**config.mk**
```make
export PLATFORM = sky130hd
export DESIGN_NAME = level_meter_bar_page_renderer
export DESIGN_NICKNAME = d
export VERILOG_FILES = /design/src/rtl/core/lmbr_pkg.sv /design/src/rtl/core/lmbr_front.sv /design/src/rtl/core/lmbr_fifo.sv /design/src/rtl/core/lmbr_back.sv /design/src/rtl/core/level_meter_bar_page_renderer.sv
export SDC_FILE = /design/constraint.sdc
export NUM_CORES = 1
export LEC_CHECK = 0
export ABC_AREA = 0
export ABC_CLOCK_PERIOD_IN_PS = 9390
export BUFFER_PORTS_ARGS = -buffer_cell sky130_fd_sc_hd__buf_2
export CAP_MARGIN = 20
export CORE_ASPECT_RATIO = 0.5
export CORE_MARGIN = 3
export CORE_UTILIZATION = 45
export DETAILED_ROUTE_END_ITERATION = 8
export SETUP_SLACK_MARGIN = 0.4
export SYNTH_ARGS = -nofsm -noshare
export SYNTH_HDL_FRONTEND = slang
export SYNTH_SLANG_ARGS = --single-unit
```
**constraint.sdc**
```tcl
create_clock -name clk -period 9.39 [get_ports clk]
set_input_delay 1.878 -clock clk [delete_from_list [all_inputs] [get_ports clk]]
set_output_delay 1.878 -clock clk [all_outputs]
set_load 0.01 [all_outputs]
```
**src/rtl/core/lmbr_pkg.sv**
```systemverilog
// Shared types, constants and register codes of the level-meter bar renderer.
package lmbr_pkg;

  localparam int DISPLAY_WIDTH_DEF = 128;
  localparam int MAX_PAGES_DEF     = 8;
  localparam int RESULT_LIMIT      = 8;
  localparam int QUEUE_DEPTH       = 2;

  localparam int CFG_IDX_W  = 3;
  localparam int CFG_DATA_W = 7;

  localparam int IN_DATA_W  = 24;
  localparam int OUT_DATA_W = 24;

  localparam logic [CFG_IDX_W-1:0] REG_FIRST_PAGE   = 3'd0;
  localparam logic [CFG_IDX_W-1:0] REG_BAR_PAGES    = 3'd1;
  localparam logic [CFG_IDX_W-1:0] REG_BAR_X_OFFSET = 3'd2;
  localparam logic [CFG_IDX_W-1:0] REG_BAR_WIDTH    = 3'd3;
  localparam logic [CFG_IDX_W-1:0] REG_BAR_SPACING  = 3'd4;
  localparam logic [CFG_IDX_W-1:0] REG_DRAW_PEAKS   = 3'd5;
  localparam logic [CFG_IDX_W-1:0] REG_DRAW_BASES   = 3'd6;

  typedef struct packed {
    logic [2:0] first_page;
    logic [3:0] bar_pages;
    logic [6:0] bar_x_offset;
    logic [6:0] bar_width;
    logic [6:0] bar_spacing;
    logic       draw_peaks;
    logic       draw_bases;
  } cfg_t;

  // One bar, classified and ready to be walked page by page.
  typedef struct packed {
    logic [9:0] bottom_addr;
    logic [2:0] last_k;
    logic [6:0] level;
    logic [6:0] peak;
    logic       peak_en;
  } desc_t;

endpackage

```
**src/rtl/core/lmbr_front.sv**
```systemverilog
// Front end: accepts bar items, saturates level and peak, applies the base pixel, computes the bottom-page address.
module lmbr_front #(
  parameter int DISPLAY_WIDTH = lmbr_pkg::DISPLAY_WIDTH_DEF,
  parameter int MAX_PAGES     = lmbr_pkg::MAX_PAGES_DEF
) (
  input  lmbr_pkg::cfg_t                    cfg,
  input  logic [lmbr_pkg::IN_DATA_W-1:0]    in_tdata,
  output lmbr_pkg::desc_t                   desc
);

  localparam int PAGE_CAP = (MAX_PAGES < lmbr_pkg::RESULT_LIMIT) ?
                            MAX_PAGES : lmbr_pkg::RESULT_LIMIT;

  logic [3:0]  channel;
  logic [6:0]  level_in;
  logic [6:0]  peak_in;
  logic [3:0]  pages;
  logic [6:0]  height;
  logic [6:0]  level_sat;
  logic [6:0]  peak_sat;
  logic [7:0]  stride;
  logic [11:0] col_off;
  logic [4:0]  bottom_row;
  logic [15:0] row_addr;
  logic [15:0] addr_sum;

  assign channel  = in_tdata[3:0];
  assign level_in = in_tdata[10:4];
  assign peak_in  = in_tdata[17:11];

  always_comb begin
    pages = (cfg.bar_pages == 4'd0) ? 4'd1 : cfg.bar_pages;
    if ({1'b0, pages} > 5'(PAGE_CAP)) begin
      pages = 4'(PAGE_CAP);
    end
    height = {pages, 3'b000};

    level_sat = (level_in > height) ? height : level_in;
    if (cfg.draw_bases && (level_sat == 7'd0)) begin
      level_sat = 7'd1;
    end
    peak_sat = (peak_in > height) ? height : peak_in;

    stride     = {1'b0, cfg.bar_width} + {1'b0, cfg.bar_spacing};
    col_off    = channel * stride;
    bottom_row = {2'b00, cfg.first_page} + {1'b0, pages} - 5'd1;
    row_addr   = 16'(bottom_row * 16'(DISPLAY_WIDTH));
    addr_sum   = row_addr + {9'd0, cfg.bar_x_offset} + {4'd0, col_off};

    desc.bottom_addr = addr_sum[9:0];
    desc.last_k      = 3'(pages - 4'd1);
    desc.level       = level_sat;
    desc.peak        = peak_sat;
    desc.peak_en     = cfg.draw_peaks && (peak_sat != 7'd0);
  end

endmodule

```
**src/rtl/core/lmbr_fifo.sv**
```systemverilog
// Short descriptor queue between front and back.
module lmbr_fifo #(
  parameter int DEPTH = lmbr_pkg::QUEUE_DEPTH
) (
  input  logic            clk,
  input  logic            rst_n,
  input  logic            push,
  input  lmbr_pkg::desc_t push_data,
  input  logic            pop,
  output lmbr_pkg::desc_t head,
  output logic            full,
  output logic            empty
);

  localparam int PTR_W = (DEPTH > 1) ? $clog2(DEPTH) : 1;
  localparam int CNT_W = $clog2(DEPTH + 1);

  lmbr_pkg::desc_t slots_r [DEPTH];
  logic [PTR_W-1:0] wr_ptr_r, wr_ptr_nxt;
  logic [PTR_W-1:0] rd_ptr_r, rd_ptr_nxt;
  logic [CNT_W-1:0] count_r, count_nxt;

  assign full  = (count_r == CNT_W'(DEPTH));
  assign empty = (count_r == '0);
  assign head  = slots_r[rd_ptr_r];

  always_comb begin
    wr_ptr_nxt = wr_ptr_r;
    rd_ptr_nxt = rd_ptr_r;
    count_nxt  = count_r;
    if (push) begin
      wr_ptr_nxt = (wr_ptr_r == PTR_W'(DEPTH - 1)) ? '0 : wr_ptr_r + 1'b1;
    end
    if (pop) begin
      rd_ptr_nxt = (rd_ptr_r == PTR_W'(DEPTH - 1)) ? '0 : rd_ptr_r + 1'b1;
    end
    if (push && !pop) begin
      count_nxt = count_r + 1'b1;
    end else if (pop && !push) begin
      count_nxt = count_r - 1'b1;
    end
  end

  always_ff @(posedge clk) begin
    if (!rst_n) begin
      wr_ptr_r <= '0;
      rd_ptr_r <= '0;
      count_r  <= '0;
    end else begin
      wr_ptr_r <= wr_ptr_nxt;
      rd_ptr_r <= rd_ptr_nxt;
      count_r  <= count_nxt;
    end
  end

  always_ff @(posedge clk) begin
    if (push) begin
      slots_r[wr_ptr_r] <= push_data;
    end
  end

endmodule

```
**src/rtl/core/lmbr_back.sv**
```systemverilog
// Back end: walks the head bar page by page and drives the registered write output.
module lmbr_back #(
  parameter int DISPLAY_WIDTH = lmbr_pkg::DISPLAY_WIDTH_DEF
) (
  input  logic                            clk,
  input  logic                            rst_n,
  input  lmbr_pkg::desc_t                 head,
  input  logic                            empty,
  output logic                            pop,
  output logic                            out_tvalid,
  input  logic                            out_tready,
  output logic [lmbr_pkg::OUT_DATA_W-1:0] out_tdata,
  output logic                            out_tlast
);

  localparam logic [9:0] DW_MOD = 10'(DISPLAY_WIDTH);

  logic [2:0] k_r, k_nxt;
  logic       valid_r, valid_nxt;
  logic [9:0] addr_r;
  logic [7:0] byte_r;
  logic       last_r;
  logic       emit;

  logic [3:0] full_pg;
  logic [2:0] rem;
  logic [3:0] ppage;
  logic [2:0] prem;
  logic [7:0] page_byte;
  logic [9:0] page_addr;
  logic       is_last;

  assign emit    = !empty && (!valid_r || out_tready);
  assign is_last = (k_r == head.last_k);
  assign pop     = emit && is_last;

  always_comb begin
    full_pg = head.level[6:3];
    rem     = head.level[2:0];
    ppage   = head.peak[6:3];
    prem    = head.peak[2:0];

    if ({1'b0, k_r} < full_pg) begin
      page_byte = 8'hFF;
    end else if (({1'b0, k_r} == full_pg) && (rem != 3'd0)) begin
      page_byte = ~(8'hFF >> rem);
    end else begin
      page_byte = 8'h00;
    end

    // Peak marker; a peak on a page boundary marks bit 0 of the page below.
    if (head.peak_en) begin
      if (prem != 3'd0) begin
        if ({1'b0, k_r} == ppage) begin
          page_byte = page_byte | (8'h01 << (3'd0 - prem));
        end
      end else if (({1'b0, k_r} + 4'd1) == ppage) begin
        page_byte = page_byte | 8'h01;
      end
    end

    page_addr = head.bottom_addr - 10'({7'd0, k_r} * DW_MOD);

    k_nxt     = k_r;
    valid_nxt = valid_r;
    if (emit) begin
      k_nxt     = is_last ? 3'd0 : k_r + 3'd1;
      valid_nxt = 1'b1;
    end else if (out_tready) begin
      valid_nxt = 1'b0;
    end
  end

  always_ff @(posedge clk) begin
    if (!rst_n) begin
      k_r     <= 3'd0;
      valid_r <= 1'b0;
    end else begin
      k_r     <= k_nxt;
      valid_r <= valid_nxt;
    end
  end

  always_ff @(posedge clk) begin
    if (emit) begin
      addr_r <= page_addr;
      byte_r <= page_byte;
      last_r <= is_last;
    end
  end

  assign out_tvalid = valid_r;
  assign out_tdata  = {6'd0, byte_r, addr_r};
  assign out_tlast  = last_r;

endmodule

```
**src/rtl/core/level_meter_bar_page_renderer.sv**
```systemverilog
// Top level of the level-meter bar renderer: config registers, front, queue and back.
//
// Each input item describes one vertical meter bar (channel, level and peak in
// pixels) and produces one framebuffer write per page of the bar, bottom page
// first, the top page flagged with out_tlast. Each write carries the byte
// address of the bar's first column in that page and the page byte (bit 7 is
// the bottom pixel); copying it across the bar's columns is up to the memory
// writer. The front end classifies an item in the cycle it is accepted and
// queues it; the back end emits one page write per cycle, while the receiver
// keeps taking them, from a registered output; a bar of n pages (n = bar_pages
// clamped to 1..min(MAX_PAGES, 8)) takes n writes, and consecutive bars follow
// with no gap. The rate of items is set by the single page-write output; the
// queue absorbs up to two pending bars so input and output stall independently.
// An accepted item is stored in a queue slot before its first page write is
// registered at the output. Write configuration only while no bar is in flight.
module level_meter_bar_page_renderer #(
  parameter int DISPLAY_WIDTH = lmbr_pkg::DISPLAY_WIDTH_DEF,
  parameter int MAX_PAGES     = lmbr_pkg::MAX_PAGES_DEF
) (
  input  logic                             clk,
  input  logic                             rst_n,
  // configuration write port
  input  logic                             cfg_we,
  input  logic [lmbr_pkg::CFG_IDX_W-1:0]   cfg_index,
  input  logic [lmbr_pkg::CFG_DATA_W-1:0]  cfg_wdata,
  // input items
  input  logic                             in_tvalid,
  output logic                             in_tready,
  // [3:0] channel, [10:4] level_pixels, [17:11] peak_pixels, [23:18] zero
  input  logic [lmbr_pkg::IN_DATA_W-1:0]   in_tdata,
  // result items
  output logic                             out_tvalid,
  input  logic                             out_tready,
  // [9:0] address, [17:10] page_byte, [23:18] zero
  output logic [lmbr_pkg::OUT_DATA_W-1:0]  out_tdata,
  output logic                             out_tlast
);

  lmbr_pkg::cfg_t  cfg_r;
  lmbr_pkg::desc_t front_desc;
  lmbr_pkg::desc_t head;
  logic            q_full;
  logic            q_empty;
  logic            q_pop;
  logic            push;

  // Configuration registers; out-of-range indexes are dropped.
  always_ff @(posedge clk) begin
    if (!rst_n) begin
      cfg_r.first_page   <= 3'd0;
      cfg_r.bar_pages    <= 4'd6;
      cfg_r.bar_x_offset <= 7'd2;
      cfg_r.bar_width    <= 7'd12;
      cfg_r.bar_spacing  <= 7'd2;
      cfg_r.draw_peaks   <= 1'b1;
      cfg_r.draw_bases   <= 1'b0;
    end else if (cfg_we) begin
      case (cfg_index)
        lmbr_pkg::REG_FIRST_PAGE:   cfg_r.first_page   <= cfg_wdata[2:0];
        lmbr_pkg::REG_BAR_PAGES:    cfg_r.bar_pages    <= cfg_wdata[3:0];
        lmbr_pkg::REG_BAR_X_OFFSET: cfg_r.bar_x_offset <= cfg_wdata[6:0];
        lmbr_pkg::REG_BAR_WIDTH:    cfg_r.bar_width    <= cfg_wdata[6:0];
        lmbr_pkg::REG_BAR_SPACING:  cfg_r.bar_spacing  <= cfg_wdata[6:0];
        lmbr_pkg::REG_DRAW_PEAKS:   cfg_r.draw_peaks   <= cfg_wdata[0];
        lmbr_pkg::REG_DRAW_BASES:   cfg_r.draw_bases   <= cfg_wdata[0];
        default: ;
      endcase
    end
  end

  // Accept whenever the queue has room.
  assign in_tready = !q_full;
  assign push      = in_tvalid && in_tready;

  lmbr_front #(
    .DISPLAY_WIDTH (DISPLAY_WIDTH),
    .MAX_PAGES     (MAX_PAGES)
  ) u_front (
    .cfg      (cfg_r),
    .in_tdata (in_tdata),
    .desc     (front_desc)
  );

  lmbr_fifo #(
    .DEPTH (lmbr_pkg::QUEUE_DEPTH)
  ) u_fifo (
    .clk       (clk),
    .rst_n     (rst_n),
    .push      (push),
    .push_data (front_desc),
    .pop       (q_pop),
    .head      (head),
    .full      (q_full),
    .empty     (q_empty)
  );

  lmbr_back #(
    .DISPLAY_WIDTH (DISPLAY_WIDTH)
  ) u_back (
    .clk        (clk),
    .rst_n      (rst_n),
    .head       (head),
    .empty      (q_empty),
    .pop        (q_pop),
    .out_tvalid (out_tvalid),
    .out_tready (out_tready),
    .out_tdata  (out_tdata),
    .out_tlast  (out_tlast)
  );

endmodule

```
==> results of run 1 <==
[per-stage QoR]
stage,utilization (%),cells
3_3_place_gp,50.2,811
5_1_grt,54.2,843
3_5_place_dp,50.2,811
6_report,54.2,843
4_1_cts,54.2,843
2_1_floorplan,-,583
[power breakdown]
| part | leakage, nW | switching (mW) | total, mW | internal [mW] |
|---|---|---|---|---|
| combinational | 1.75 | 0.194 | 0.330 | 0.136 |
| clock | 0.266 | 0.242 | 0.607 | 0.365 |
| sequential | 0.993 | 0.0256 | 0.653 | 0.627 |
[worst paths after layout]
path                         startpoint                              end  slack (ns)  cells past startpoint
setup / recovery            in_tdata[3]  u_fifo.slots_r[1][27]$_DFFE_PP_        4.32                     14
hold / removal    cfg_r[6]$_SDFFE_PN0P_            cfg_r[6]$_SDFFE_PN0P_        0.47                      2
setup reg to reg  cfg_r[2]$_SDFFE_PN0P_  u_fifo.slots_r[1][27]$_DFFE_PP_        4.32                     20
hold reg to reg   cfg_r[6]$_SDFFE_PN0P_            cfg_r[6]$_SDFFE_PN0P_        0.47                      2
[flip-flops by register name, indices dropped and copies added (netlist names), named ones only]
name,flops
u_fifo.wr_ptr_r,1
u_back.k_r,3
u_back.out_tlast,1
u_fifo.count_r,2
cfg_r,30
u_back.byte_r,8
u_back.out_tvalid,1
u_fifo.slots_r,56
u_fifo.rd_ptr_r,1
u_back.addr_r,10
[synth_stat cells (2+ instances only)]
cell type	instances
sky130_fd_sc_hd__mux2_2	14
sky130_fd_sc_hd__o21bai_1	3
sky130_fd_sc_hd__o41a_1	3
sky130_fd_sc_hd__a21o_1	5
sky130_fd_sc_hd__buf_4	6
sky130_fd_sc_hd__nand3_1	8
sky130_fd_sc_hd__and3_1	3
sky130_fd_sc_hd__xor2_1	7
sky130_fd_sc_hd__nand2b_1	9
sky130_fd_sc_hd__clkbuf_1	8
sky130_fd_sc_hd__o211ai_1	3
sky130_fd_sc_hd__or2_2	2
sky130_fd_sc_hd__a211oi_1	2
sky130_fd_sc_hd__nor3_1	5
sky130_fd_sc_hd__nor4_1	4
sky130_fd_sc_hd__nand4_1	4
sky130_fd_sc_hd__and2_1	31
sky130_fd_sc_hd__edfxtp_1	75
sky130_fd_sc_hd__nand2_1	52
sky130_fd_sc_hd__xnor2_1	26
sky130_fd_sc_hd__nor3_2	2
sky130_fd_sc_hd__a21boi_0	12
sky130_fd_sc_hd__nor2_1	15
sky130_fd_sc_hd__a21oi_1	19
sky130_fd_sc_hd__inv_1	53
sky130_fd_sc_hd__dfxtp_1	39
sky130_fd_sc_hd__o21a_1	5
sky130_fd_sc_hd__nor2b_1	24
sky130_fd_sc_hd__o221ai_1	2
sky130_fd_sc_hd__ha_1	40
sky130_fd_sc_hd__mux2i_1	29
sky130_fd_sc_hd__a32oi_1	3
sky130_fd_sc_hd__o21ai_0	9
sky130_fd_sc_hd__o21ai_1	3
sky130_fd_sc_hd__buf_2	4
sky130_fd_sc_hd__fa_1	21
sky130_fd_sc_hd__a31oi_1	3
[logic make-up after synthesis]
kind of cell    synth area share (%)
xor+xnor                        4.45
flops                           46.7
simple gates                    13.9
mux                             7.07
fa+ha+maj                       14.2
buf+inv                         4.70
compound gates                  8.94
other cells                   0.0577
[critical path: stages]
cell and delay, ns:
sky130_fd_sc_hd__buf_2 0.15, sky130_fd_sc_hd__and2_1 0.17, sky130_fd_sc_hd__fa_1 0.50, sky130_fd_sc_hd__fa_1 0.55, sky130_fd_sc_hd__inv_1 0.05, sky130_fd_sc_hd__fa_1 0.49
sky130_fd_sc_hd__inv_1 0.04, sky130_fd_sc_hd__ha_1 0.23, sky130_fd_sc_hd__a211oi_1 0.29, sky130_fd_sc_hd__o21ai_0 0.17, sky130_fd_sc_hd__a31oi_1 0.22, sky130_fd_sc_hd__xnor2_1 0.16
sky130_fd_sc_hd__xnor2_1 0.15, sky130_fd_sc_hd__xnor2_1 0.13
[metal layers]
metal	routed length, um	vias up	share of wire [%]	track usage [%]
li1	-	2133	-	-
met1	6350	2032	49	22.7
met2	6000	61	46	28.0
met3	429	12	3.3	4.47
met4	159	0	1.2	5.79
met5	0	-	0	0
[layout make-up]
cell class	instances	share of cell area, %
clock buffer	17	5.68
multi-input combinational	397	42.5
sequential	114	40.5
inverter	53	2.66
timing repair buffer	55	3.74
tap	192	3.21
clock inverter	15	1.75
==> impl_metrics.json, run 1 <==
{
  "yosysSeqAreaShare_pct": 46.7,
  "antenna_found_initial": 0,
  "drt_wl_total_um": 12900,
  "wire_per_inst_um": 15.3,
  "global_route_wire_length_before_repair_um": 21400,
  "syn_inst": 578,
  "synth-warning-count": 0,
  "fill_cells": 1227,
  "drt_drc_violations_left": 0,
  "total_setup_violations_reported_at_the_end_of_the_flow": 0,
  "detailedPlacementHpwl_um": 9330,
  "yosys.area.top_type": "sky130_fd_sc_hd__edfxtp_1",
  "synth_seq_cells": 114,
  "nets": 738,
  "layout_common_cells": "75 x sky130_fd_sc_hd__edfxtp_1, 53 x sky130_fd_sc_hd__inv_1, 53 x sky130_fd_sc_hd__buf_2",
  "synth_enable_flop_cells": 75,
  "final_common_cell": "sky130_fd_sc_hd__edfxtp_1",
  "storage_cell_area_sq_um": 3030,
  "drt.antenna.violating_nets": 0,
  "tritoncts": "built",
  "yosys.area.top_type_share_pct": 34.7,
  "postPlaceCellArea_sq_um": 6930,
  "drive_gt1_share_pct": 16.9,
  "synth-async-reset-ratio_pct": 0,
  "final_cell_area_sq_um": 7490,
  "cp.required_ns": 9.51,
  "routabilityCongestion": 0.804,
  "clockBufferDepth": 2,
  "top_level_ports": 66,
  "finalCritPeriodShare_pct": 54.0,
  "grt_setup_unrepaired": "false",
  "critical_path_class": "primary input to flop",
  "first_global_vias": 4247,
  "syn-mean-instance-area_sq_um": 11.2,
  "cts_root_buffer": "sky130_fd_sc_hd__clkbuf_16",
  "max_cap_viol_count": 0,
  "finalHoldViolCount": 0,
  "netlist-cell-type-count": 62,
  "global_route.overflow_total": 0,
  "postLayoutSetupSlackWorst_ns": 4.32,
  "detail_route.first_pass.iterations": 4,
  "worstMarginPinSlew_ns": 0.907,
  "cts_setup_buffers": 0,
  "final_max_slew_viol_count": 0,
  "clkSinkCount": 114,
  "run_status": "finished, final reports clean",
  "cts_buffers": 17,
  "std_cell_rows": 30,
  "multi_input_comb_area_sq_um": 3180,
  "critical_path.endpoint_type": "flop",
  "power_per_cell_area_nw_per_um2": 212,
  "finalClockSkew_ns": 0.0115,
  "syn2layout_area_growth_pct": 15.3,
  "setup-tns-final_ns": 0,
  "post_cts_hold_buffer_count": 0,
  "grt.total_usage_pct": 17.3,
  "synth_top_flop_cell": "sky130_fd_sc_hd__edfxtp_1",
  "drtIter0Drc": 221,
  "synth.area.top_cells": "sky130_fd_sc_hd__edfxtp_1 35%, sky130_fd_sc_hd__dfxtp_1 12%, sky130_fd_sc_hd__ha_1 7.7%, sky130_fd_sc_hd__fa_1 6.5%, sky130_fd_sc_hd__mux2i_1 4.5%",
  "coreArea_sq_um": 13800,
  "min-delay-path-class": "flop to flop",
  "leakage_nw": 3.00,
  "cts-htree-levels": 4,
  "grt_max_degree": 40,
  "start_util_pct": 47.0,
  "insertedDiodeCount": 0,
  "ir_drop_mv": 0.0979,
  "path_clk_slew_ns": 0.06,
  "post-layout-total-power_mw": 1.59,
  "critical_path_peak_fanout": 10,
  "timing.slew.headroom_pct": 39.5,
  "detailedPlace.worstSlack_ns": 3.89,
  "critical_path_arrival_ns": 5.19,
  "crit_path_start_kind": "primary input",
  "clock.fmax_ghz": 0.197,
  "cts-resized-gates": 0,
  "clock_insertion_delay_worst_skew_ns": 0.41,
  "dieWidth_um": 176,
  "port_buffers": 53,
  "floorplan.die_area_sq_um": 16000,
  "mappedNetlistArea_sq_um": 6500,
  "die_y_um": 91.0,
  "post_drt_via_cell_ratio": 5.03,
  "routed-via-count": 4238,
  "hold_slack_ns": 0.470,
  "clock_period_minus_worst_slack_ns": 5.07
}
No activity file was read; power rests on OpenSTA's default activity.
==> run 2, diff against run 1 <==
- ABC_CLOCK_PERIOD_IN_PS: 9390 -> 4100
- PLACE_DENSITY: unset -> 0.66
- clock period: 9.39 -> 4.1 ns (I/O delays scaled with it)
==> run 2 against run 1 <==
Effect of this change: critical path depth grew 6; design area is 8.2% higher; via count up 5.2%; non-clock buffer count rose by 34; first-iteration DRC count fell by 28%; the flow now finishes with violations (negative setup slack); die area unchanged; global-route usage increased by 0.58 points.
==> impl_metrics.json, run 2 (synthesis results as in run 1) <==
{
  "run_status": "finished, violations left",
  "violations": "negative setup slack",
  "power_per_cell_area_nw_per_um2": 497,
  "global_route.overflow_total": 0,
  "share_seq_of_total_power_pct": 37.1,
  "port_buffers": 53,
  "nets": 772,
  "first_global_vias": 4641,
  "timing.slew.headroom_pct": 51.2,
  "largest_registers": "u_fifo.slots_r x56, cfg_r x30, u_back.addr_r x10",
  "dieWidth_um": 176,
  "family_with_the_most_delay_on_the_worst_path": "adder cells",
  "total_switching_power_mw": 1.11,
  "tritoncts": "built",
  "drt.antenna.violating_nets": 0,
  "start_util_pct": 47.0,
  "layout_common_cells": "75 x sky130_fd_sc_hd__edfxtp_1, 53 x sky130_fd_sc_hd__buf_2, 51 x sky130_fd_sc_hd__nand2_1",
  "detail_route.first_pass.iterations": 4,
  "antenna_found_initial": 0,
  "routed-via-count": 4460,
  "grt_setup_unrepaired": "true",
  "floorplan.die_area_sq_um": 16000,
  "final_cell_count_no_fill": 877,
  "detailedPlacementHpwl_um": 9860,
  "clkSinkCount": 114,
  "final_cell_area_sq_um": 8100,
  "drt_wl_total_um": 13900,
  "flip_flop_count_of_the_largest_register_after_layout": 56,
  "total_setup_violations_reported_at_the_end_of_the_flow": 8,
  "clockBufferDepth": 2,
  "postPlaceCellArea_sq_um": 7220,
  "cts_buffers": 17,
  "clock.fmax_ghz": 0.222,
  "detailedPlace.worstSlack_ns": -0.454,
  "crit_path_start_kind": "flop",
  "cts-htree-levels": 4,
  "max_cap_viol_count": 0,
  "min-delay-path-class": "flop to flop",
  "path_clk_slew_ns": 0.06,
  "power.share.clock_pct": 38.5,
  "cp.required_ns": 4.22,
  "drtIter0Drc": 159,
  "largest-register": "u_fifo.slots_r",
  "internal_power_mw": 2.91,
  "crit_slowest_cell": "sky130_fd_sc_hd__fa_1",
  "critical_path_buf_inv_count": 2,
  "drive_gt1_share_pct": 27.2,
  "clock_insertion_delay_worst_skew_ns": 0.41,
  "leakage_nw": 3.28,
  "worst_path_largest_cell_delay_ns": 0.50,
  "post_drt_via_cell_ratio": 5.09,
  "critical_path_peak_fanout": 2,
  "clock_period_minus_worst_slack_ns": 4.51,
  "wire_per_inst_um": 15.8,
  "grt_max_degree": 40,
  "finalClockSkew_ns": 0.0108,
  "dp_cells": 840,
  "std_cell_rows": 30,
  "grt.total_usage_pct": 17.9,
  "finalHoldViolCount": 0,
  "die_y_um": 91.0,
  "syn2layout_area_growth_pct": 24.7,
  "netSwitchingFraction_pct": 27.6,
  "final_max_slew_viol_count": 0,
  "global_route_wire_length_before_repair_um": 22600,
  "top_level_ports": 66,
  "timing.reg2reg.setup_slack_ns": -0.41,
  "finalCritPeriodShare_pct": 110,
  "hold_slack_ns": 0.471,
  "coreArea_sq_um": 13800,
  "crit_chain": "ha_4 -> fa_2 -> a21o_1 -> a21oi_2 -> o21bai_2 -> a21oi_2 -> xnor2_2 -> and2_4 -> fa_1 -> fa_1 -> inv_1 -> fa_1 -> inv_2 -> ha_4 -> o21ai_2 -> nand2b_1 -> a31oi_1 -> xnor2_1 -> xnor2_1 -> xnor2_1",
  "postLayoutSetupSlackWorst_ns": -0.413,
  "critical_path_class": "flop to flop",
  "ir_drop_mv": 0.292,
  "critical_path.endpoint_type": "flop",
  "critical_path_arrival_ns": 4.63,
  "worstMarginPinSlew_ns": 0.724,
  "cts_root_buffer": "sky130_fd_sc_hd__clkbuf_16",
  "drt_drc_violations_left": 0,
  "final_common_cell": "sky130_fd_sc_hd__edfxtp_1",
  "combPwrFrac_pct": 24.4,
  "routabilityCongestion": 0.839,
  "insertedDiodeCount": 0
}
run 2: worst reg2reg max path, delay by kind of cell (launching register included):
kind,cells,cell delay (ns)
adders and majority gates,6,2.15
AOI/OAI and AO/OA,6,0.87
xor gates and xnor gates,4,0.53
DFF,1,0.33
and+or+nand+nor,2,0.24
buffers and inverters,2,0.10
run 2: area by class of cell:
| class | instances | area, sq um |
|---|---|---|
| multi-input cells | 397 | 3460 |
| repair buffers | 89 | 551 |
| inverters | 53 | 199 |
| fillers | 1140 | 5710 |
| flip-flops and latches | 114 | 3040 |
| clock inverters | 14 | 188 |
| clock buffers | 18 | 429 |
| well taps | 192 | 240 |
run 2: path summary, 6_finish.rpt:
kind,start,end,cells after the start
max reg2reg,cfg_r[9]$_SDFFE_PN0P_,u_fifo.slots_r[1][27]$_DFFE_PP_,20
min,cfg_r[8]$_SDFFE_PN0P_,cfg_r[8]$_SDFFE_PN0P_,2
max,cfg_r[9]$_SDFFE_PN0P_,u_fifo.slots_r[1][27]$_DFFE_PP_,20
min reg2reg,cfg_r[8]$_SDFFE_PN0P_,cfg_r[8]$_SDFFE_PN0P_,2
run 2: timing repair:
action | in CTS | in global routing
setup endpoints to repair | 14 | 14
resized for setup | 9 | 31
endpoints found under the hold margin | 0 | 0
pin swaps | 20 | 30
hold buffers | 0 | 0
buffers inserted | 2 | 3
run 2: per-stage QoR:
| stage | power, mW | util (%) | setup TNS [ns] |
|---|---|---|---|
| after detailed placement | 2.39 | 52.3 | -2.21 |
| after global placement | 2.36 | 52.3 | -1.68 |
| after floorplan | 2.09 | - | -0.583 |
| after global routing | 4.22 | 58.7 | -3.22 |
| final | 4.03 | 58.7 | -1.79 |
| after CTS | 3.96 | 57.3 | -1.92 |
run 2: power by group through the flow:
stage | Sequential, mW | Combinational (mW) | Clock (mW)
floorplan | 1.53 | 0.564 | 0
global placement | 1.51 | 0.851 | 0
detailed placement | 1.52 | 0.877 | 0
CTS | 1.49 | 0.903 | 1.56
global route | 1.51 | 1.09 | 1.62
finish | 1.49 | 0.983 | 1.55
run 2: routing by layer:
metal / vias up / global-route usage, % / part of all wire, %
met5: - / 0 / 0
met2: 71 / 31.0 / 50
li1: 2199 / - / -
met1: 2180 / 22.2 / 45
met4: 0 / 5.53 / 1.3
met3: 10 / 4.26 / 3.7
